### src/rtl/mec_pkg.sv
`default_nettype none

package mec_pkg;

  // fixed field widths
  localparam int DATA_W    = 32;
  localparam int RADIUS_W  = 32;
  localparam int CFG_W     = 32;
  localparam int CFG_IDX_W = 2;

  // register indexes
  localparam logic [CFG_IDX_W-1:0] REG_RADIUS_SQ = 2'd0;
  localparam logic [CFG_IDX_W-1:0] REG_MAX_ITER  = 2'd1;

  // radius squared reset: 4.0 in Q6.26
  localparam logic [RADIUS_W-1:0] RADIUS_SQ_RST = 32'd268435456;

  // radius is held in Q6.26
  localparam int RADIUS_FRAC = 26;

  typedef enum logic [1:0] {
    ST_IDLE = 2'b01,
    ST_ITER = 2'b10
  } mec_state_t;

  // controller to datapath
  typedef struct packed {
    logic load;
    logic step;
    logic finish;
  } mec_cmd_t;

  // datapath to controller
  typedef struct packed {
    logic stop;
  } mec_status_t;

  // clamp a wide signed value to the signed 32-bit range
  function automatic logic signed [DATA_W-1:0] sat32(input logic signed [63:0] v);
    logic signed [63:0] hi;
    logic signed [63:0] lo;
    hi = 64'sh0000_0000_7FFF_FFFF;
    lo = -64'sh0000_0000_8000_0000;
    if (v > hi) begin
      sat32 = hi[DATA_W-1:0];
    end else if (v < lo) begin
      sat32 = lo[DATA_W-1:0];
    end else begin
      sat32 = v[DATA_W-1:0];
    end
  endfunction

endpackage

`default_nettype wire

### src/rtl/mec_ctrl.sv
`default_nettype none

module mec_ctrl
  import mec_pkg::*;
(
  input  wire logic        clk,
  input  wire logic        rst_n,
  input  wire logic        start,
  input  wire mec_status_t status_i,
  output mec_cmd_t         cmd_o,
  output logic             busy,
  output logic             out_valid
);

  mec_state_t state_r, state_nxt;
  logic       out_valid_r, out_valid_nxt;

  // sequencing: load on start, iterate until the datapath flags a stop
  always_comb begin
    state_nxt = state_r;
    cmd_o     = '0;
    case (state_r)
      ST_IDLE: begin
        if (start) begin
          cmd_o.load = 1'b1;
          state_nxt  = ST_ITER;
        end
      end
      ST_ITER: begin
        if (status_i.stop) begin
          cmd_o.finish = 1'b1;
          state_nxt    = ST_IDLE;
        end else begin
          cmd_o.step = 1'b1;
        end
      end
      default: begin
        state_nxt = ST_IDLE;
      end
    endcase
    out_valid_nxt = cmd_o.finish;
  end

  always_ff @(posedge clk) begin
    if (!rst_n) begin
      state_r     <= ST_IDLE;
      out_valid_r <= 1'b0;
    end else begin
      state_r     <= state_nxt;
      out_valid_r <= out_valid_nxt;
    end
  end

  assign busy      = (state_r != ST_IDLE);
  assign out_valid = out_valid_r;

endmodule

`default_nettype wire

### config.mk
export PLATFORM = sky130hd
export DESIGN_NAME = mec_ctrl
export DESIGN_NICKNAME = d
export VERILOG_FILES = /design/src/rtl/mec_pkg.sv /design/src/rtl/mec_ctrl.sv
export SDC_FILE = /design/constraint.sdc
export NUM_CORES = 1
export LEC_CHECK = 0
export BUFFER_PORTS_ARGS = -buffer_cell sky130_fd_sc_hd__buf_4
export CORE_AREA = 4 4 41 43
export DETAILED_ROUTE_END_ITERATION = 12
export DIE_AREA = 0 0 45 47
export GPL_TIMING_DRIVEN = 0
export PLACE_DENSITY = 0.3
export SETUP_SLACK_MARGIN = 0.15
export SLEW_MARGIN = 20
export SYNTH_ARGS = -nofsm -noshare
export SYNTH_HDL_FRONTEND = slang
export SYNTH_SLANG_ARGS = --single-unit
### constraint.sdc
create_clock -name clk -period 2.3 [get_ports clk]
set_input_delay 0.115 -clock clk [delete_from_list [all_inputs] [get_ports clk]]
set_output_delay 0.115 -clock clk [all_outputs]
set_load 0.03 [all_outputs]
== Word-level counts from Yosys, hierarchy flattened ==
Cells that the tools add are included.
Cells by class
  equality and inequality tests: 5
  muxes and demuxes: 8
  reduce and logical (&&, ||, !) cells: 1
Operators by type and width (number)
  2-bit two-way mux: 3
  1-bit two-way mux: 4
  2-bit inequality test (second input constant): 2
  2-bit one-hot mux with 2 select lines: 1
  2-bit by 1-bit equality test with 1-bit output (second input constant): 1
  2-bit equality test (second input constant): 1
  2-bit by 1-bit inequality test with 1-bit output (second input constant): 1
  2-bit AND reduction: 1
Storage, ports and cells
  register bits after elaboration: 3
  bits of input ports: 4
  output and inout bits: 5
  word-level logic and storage cells: 16

== Depth between registers and ports, before layout ==
Gate-level depths: netlist (run 1).
  depth after elaboration: 3
  depth in mapped cells: 2
  mapped depth without buffers: 2

== Least setup slack after synthesis (run 1) ==
No wires, ideal clock.
  path kind: register -> register
  start point: reg state_r[0]
  end point: reg state_r[0]
  library setup time: 142 ps
  arrival time: 947 ps
  data required time: 2158 ps
  slack: 1211 ps
  stages on the path, launching flop included: 3
  path buffers: 0
  clock period less this slack: 1089 ps
  cell sequence: dfxtp_1 > nor3b_2 > o21ai_1
Between the ends
  word-level cells in the longest chain between the ends: 3
  elaborated cells between the ends (all ways): 6
  those cells by class: eq/ne (4); mux (1); reduce/logical (1)
Ends and longest elaborated chain
  start: declaration: line mec_ctrl.sv:15  | mec_state_t state_r, state_nxt;
  start signal: assignment: line mec_ctrl.sv:49  | state_r <= state_nxt;
  2-bit equality test or 2-bit by 1-bit equality test with 1-bit output (tied branches): line mec_ctrl.sv:22  | case (state_r)
  2-bit inequality test (no source line)
  2-bit AND reduction (no source line)
Several ways; a longest one is shown, not always the timed one.
A chain may end at the register's enable or synchronous reset.

==> results of run 1 <==
path summary, 6_finish.rpt:
path,slack (ns),end,start,cells after the start
max,1.17,cmd_o[1],state_r[1],2
min,0.09,state_r[0],rst_n,2
max reg2reg,1.48,state_r[1],state_r[1],2
min reg2reg,0.58,state_r[0],state_r[0],2
registers in the layout, indices dropped and copies added (netlist names):
signal	flops
out_valid	1
state_r	2
Yosys cell counts:
cell type  n
dfxtp_1    3
and3b_1    2
and2_1     1
nor3b_2    1
o21a_1     1
o21ai_1    1
or2b_1     1
cell type report:
type / count / area, um^2
Sequential cell: 3 / 60.1
Tap cell: 15 / 18.8
Multi-Input combinational cell: 7 / 56.3
Fill cell: 157 / 1080
Timing Repair Buffer: 8 / 60.1
Clock buffer: 4 / 26.3
stage by stage:
| step | power, mW | instance area (um^2) | hold slack (ns) |
|---|---|---|---|
| final | 0.172 | 221 | 0.0864 |
| after global routing | 0.191 | 221 | 0.0691 |
| after CTS | 0.178 | 221 | 0.0828 |
| after detailed placement | 0.0840 | 195 | 0.323 |
| after global placement | 0.0839 | 195 | 0.317 |
| after floorplan | 0.0718 | 116 | 0.195 |
worst reg2reg max path: stages, from the launching register on:
cell,delay (ns)
dfxtp_1,0.34
and3b_1,0.21
o21a_1,0.16
layout by cell type (no fill, tap or decap), drive strengths merged:
cell / Yosys / layout
buf: 0 / 8
clkbuf: 0 / 4
dfxtp: 3 / 3
and3b: 2 / 2
or2b: 1 / 1
nor3b: 1 / 1
o21a: 1 / 1
and2: 1 / 1
o21ai: 1 / 1
logic make-up after synthesis:
| kind of cell | share of synthesized area [%] |
|---|---|
| compound gates | 10.8 |
| flops | 51.6 |
| simple gates | 37.6 |
where the power goes:
part	leakage [nW]	internal (mW)	switching, mW
Combinational	0.0689	0.0122	0.0136
Clock	0.0150	0.0648	0.0248
Sequential	0.0246	0.0550	0.00196
Total	0.108	0.132	0.0404
layer usage:
metal | track usage, % | up-vias | part of all wire, %
met1 | 2.72 | 50 | 40
met5 | 0 | - | 0
met4 | 3.51 | 0 | 0
met2 | 3.95 | 7 | 41
met3 | 7.28 | 0 | 20
li1 | - | 59 | -
==> flow_summary.ini, run 1 <==
[timing]
max_freq_mhz = 887
slew_headroom_pct = 85.8
rsz0062_at_grt = false
tns_ns = 0
fin_ws_ns = 1.17
worst_slew_pin_slew_ns = 0.211
finalSetupViolCount = 0
hold_viol = 0
fin_crit_sh_pct = 49.0
clock_skew_ns = 0.00194
period_minus_slack_ns = 1.13
finalMaxSlewViolations = 0

[synth]
syn_inst = 10
ys_ff_latch = 3
syn_avg_cell_area_um2 = 11.6
synth_warnings = 0
yosys-top-cells-area = dfxtp_1, and3b_1, nor3b_2
synth_top_area_cell = dfxtp_1
syn-num-nets = 14
synth_top_area_share_pct = 51.6
ys_seq_area_share_pct = 51.6
yosys.cell_types.count = 7
syn_area_um2 = 116

[setup_path]
crit_path_end_kind = output port
arrival_ns = 1.01
crit_required_ns = 2.18
worstSetupStartpointType = flop
crit_fanout = 4
max_stage_delay_ns = 0.34
cp_top_family = flip-flops
path_class = flop to output port
crit_chain = nor3b_2 -> buf_4
crit_buf_inv = 1
cpMaxStageDelayCell = dfxtp_1

[finish]
area_growth_pct = 90.3
stdcell_count = 37
final_nets = 27
post-route-util_pct = 17.0
final_layout_size_suffix_gt1_share_pct = 54.5
diodes = 0

[clock_network]
cts_setup_buffers = 0
cts_buffers = 3
cts_resized = 0
htreeDepth = 1
cts_tree = done
clockBufferDepth = 2
hold_buffers = 0
clock_latency_ns = 0.23
cts_root_buf = clkbuf_4
clock-sinks = 3
path_clk_slew_ns = 0.03

[floorplanning]
start_util_pct = 8.94
die_area_um2 = 2120
design.core.area_um2 = 1300
die_x_um = 45
io_pins = 9
row_count = 13
die_h_um = 47

[routing]
post_drt_via_cell_ratio = 3.14
first_pass_iters = 1
finalWirelength_um = 291
ant_nets = 0
drc = 0
vias = 116
post_drt_wl_per_cell_um = 7.86
drt_iter0_drc = 0

[global_routing]
grt_start_max_net_pins = 5
grt_usage_pct = 4.03
grt_pass1_wl_um = 455
grt_pass1_vias = 113
grt_antenna_before_repair = 0
overflow = 0

[pwr]
max-vdd-ir-drop_mv = 0.366
leakage_nw = 0.108
power_density_nw_per_um2 = 778

[run_status]
status = finished clean

[run]
maxCapViolCount = 0

[placed_design]
io_buffer_count = 8
post-dp-hpwl_um = 249
gp_congestion = 0.649
dp_cells = 33
dp_slack_ns = 1.41

[hold_path]
hold_class = input pin to flop
Note: power is estimated with default switching activity, not from simulation.
==> run 2, diff against run 1 <==
clock period = 1.1 ns   (was 2.3 ns; I/O delays follow)
==> run 2 against run 1 <==
  * Total power is 120% higher
  * Largest cell class is now buffers
  * Global-route usage rose by 0.79 points
  * Via count is 17% higher
  * Cell count increased by 5.4%
  * Critical path type unchanged
  * Flip-flop and latch count stayed put
==> flow_summary.ini, run 2 (synthesized netlist as in run 1, its figures left out) <==
[floorplanning]
die_h_um = 47
die_x_um = 45
io_pins = 9
die_area_um2 = 2120
start_util_pct = 8.94
design.core.area_um2 = 1300
row_count = 13

[clock_network]
hold_buffers = 0
path_clk_slew_ns = 0.04
cts_tree = done
htreeDepth = 1
clockBufferDepth = 2
cts_root_buf = clkbuf_4
clock_latency_ns = 0.23
clock-sinks = 3
cts_buffers = 3

[run]
maxCapViolCount = 0

[setup_path]
reg2reg_depth = 4
r2r-end = state_r[1]
reg2reg_slack_ns = 0.10
crit_chain = or2b_1 -> buf_6
crit_start = state_r[0]
crit_buf_inv = 1
crit_path_end_kind = output port
cp_top_family = flip-flops
worstSetupEndpoint = busy
arrival_ns = 0.96
reg2reg_from = state_r[1]
crit_required_ns = 1.04
cpMaxStageDelayCell = dfxtp_4
crit_cells = 2
max_stage_delay_ns = 0.35
crit_fanout = 4
worstSetupStartpointType = flop
path_class = flop to output port

[finish]
diodes = 0
final_layout_size_suffix_gt1_share_pct = 75.0
top_register = state_r
mostFrequentLayoutCell = buf_4
area_growth_pct = 128
largest_reg_flops = 2
final_cell_mix = buf_4, buf_6, clkbuf_4
final_nets = 29

[global_routing]
grt_usage_pct = 4.81
grt_pass1_vias = 155
grt_start_max_net_pins = 5
overflow = 0
grt_antenna_before_repair = 0
grt_pass1_wl_um = 607

[run_status]
status = finished clean

[pwr]
total_power_uw = 376
power_density_nw_per_um2 = 1420
leakage_nw = 0.129
max-vdd-ir-drop_mv = 0.469

[timing]
fin_ws_ns = 0.0847
worst_slew_pin_slew_ns = 0.180
clock_skew_ns = 0.00441
finalSetupViolCount = 0
finalMaxSlewViolations = 0
period_minus_slack_ns = 1.02
tns_ns = 0
fin_crit_sh_pct = 92.3
slew_headroom_pct = 88.0
max_freq_mhz = 985
rsz0062_at_grt = true
hold_viol = 0

[routing]
drc = 0
first_pass_iters = 1
finalWirelength_um = 339
vias = 136
post_drt_wl_per_cell_um = 8.69
ant_nets = 0
post_drt_via_cell_ratio = 3.49
drt_iter0_drc = 0

[placed_design]
io_buffer_count = 8
gp_congestion = 0.607
dp_slack_ns = 0.223
post-dp-hpwl_um = 272

[hold_path]
hold_class = input pin to flop
## run 2: area by class of cell
class	instances	area, um^2
fill	157	1040
multi-input combinational	7	65.1
clock buffer	4	26.3
sequential	3	65.1
tap	15	18.8
timing repair buffer	10	90.1
## run 2: per-stage QoR
stage / instance area (um^2) / std cells / utilization [%] / hold WS [ns]
3_3_place_gp: 203 / 33 / 15.6 / 0.259
3_5_place_dp: 203 / 33 / 15.6 / 0.268
4_1_cts: 255 / 38 / 19.6 / 0.00738
2_1_floorplan: 124 / 10 / - / 0.135
5_1_grt: 265 / 39 / 20.4 / 0.0191
6_report: 265 / 39 / 20.4 / 0.00912
## run 2: routing by layer
metal | track usage, % | wire length (um) | up-vias
li1 | - | - | 63
met1 | 3.63 | 110 | 64
met2 | 6.21 | 159 | 9
met3 | 6.51 | 69 | 0
met4 | 3.51 | 0 | 0
met5 | 0 | 0 | -
## run 2: worst register-to-register path: stages, from the launching register on
cell and delay [ns]:
dfxtp_2 0.32, nor3b_4 0.15, buf_4 0.12, buf_4 0.12
o21a_1 0.17
## run 2: how the worst min path moves through the flow
| stage | end | cells past startpoint | slack [ns] | start |
|---|---|---|---|---|
| CTS | state_r[0] | 2 | 0.007 | rst_n |
| global placement | state_r[0] | 2 | 0.26 | rst_n |
| floorplan | state_r[0] | 1 | 0.13 | rst_n |
| detailed placement | state_r[0] | 2 | 0.27 | rst_n |
| global route | state_r[0] | 2 | 0.02 | rst_n |
| finish | state_r[0] | 2 | 0.009 | rst_n |
## run 2: repair_timing
item                                    CTS  global route
endpoints found under the hold margin     0             0
setup buffers                             1             1
resized for setup                         7             1
endpoints found under the setup margin    4             4
## run 2: power by group
group | internal (mW) | switching [mW]
logic | 0.0339 | 0.0315
registers | 0.115 | 0.00498
clock network | 0.136 | 0.0550
total | 0.285 | 0.0914
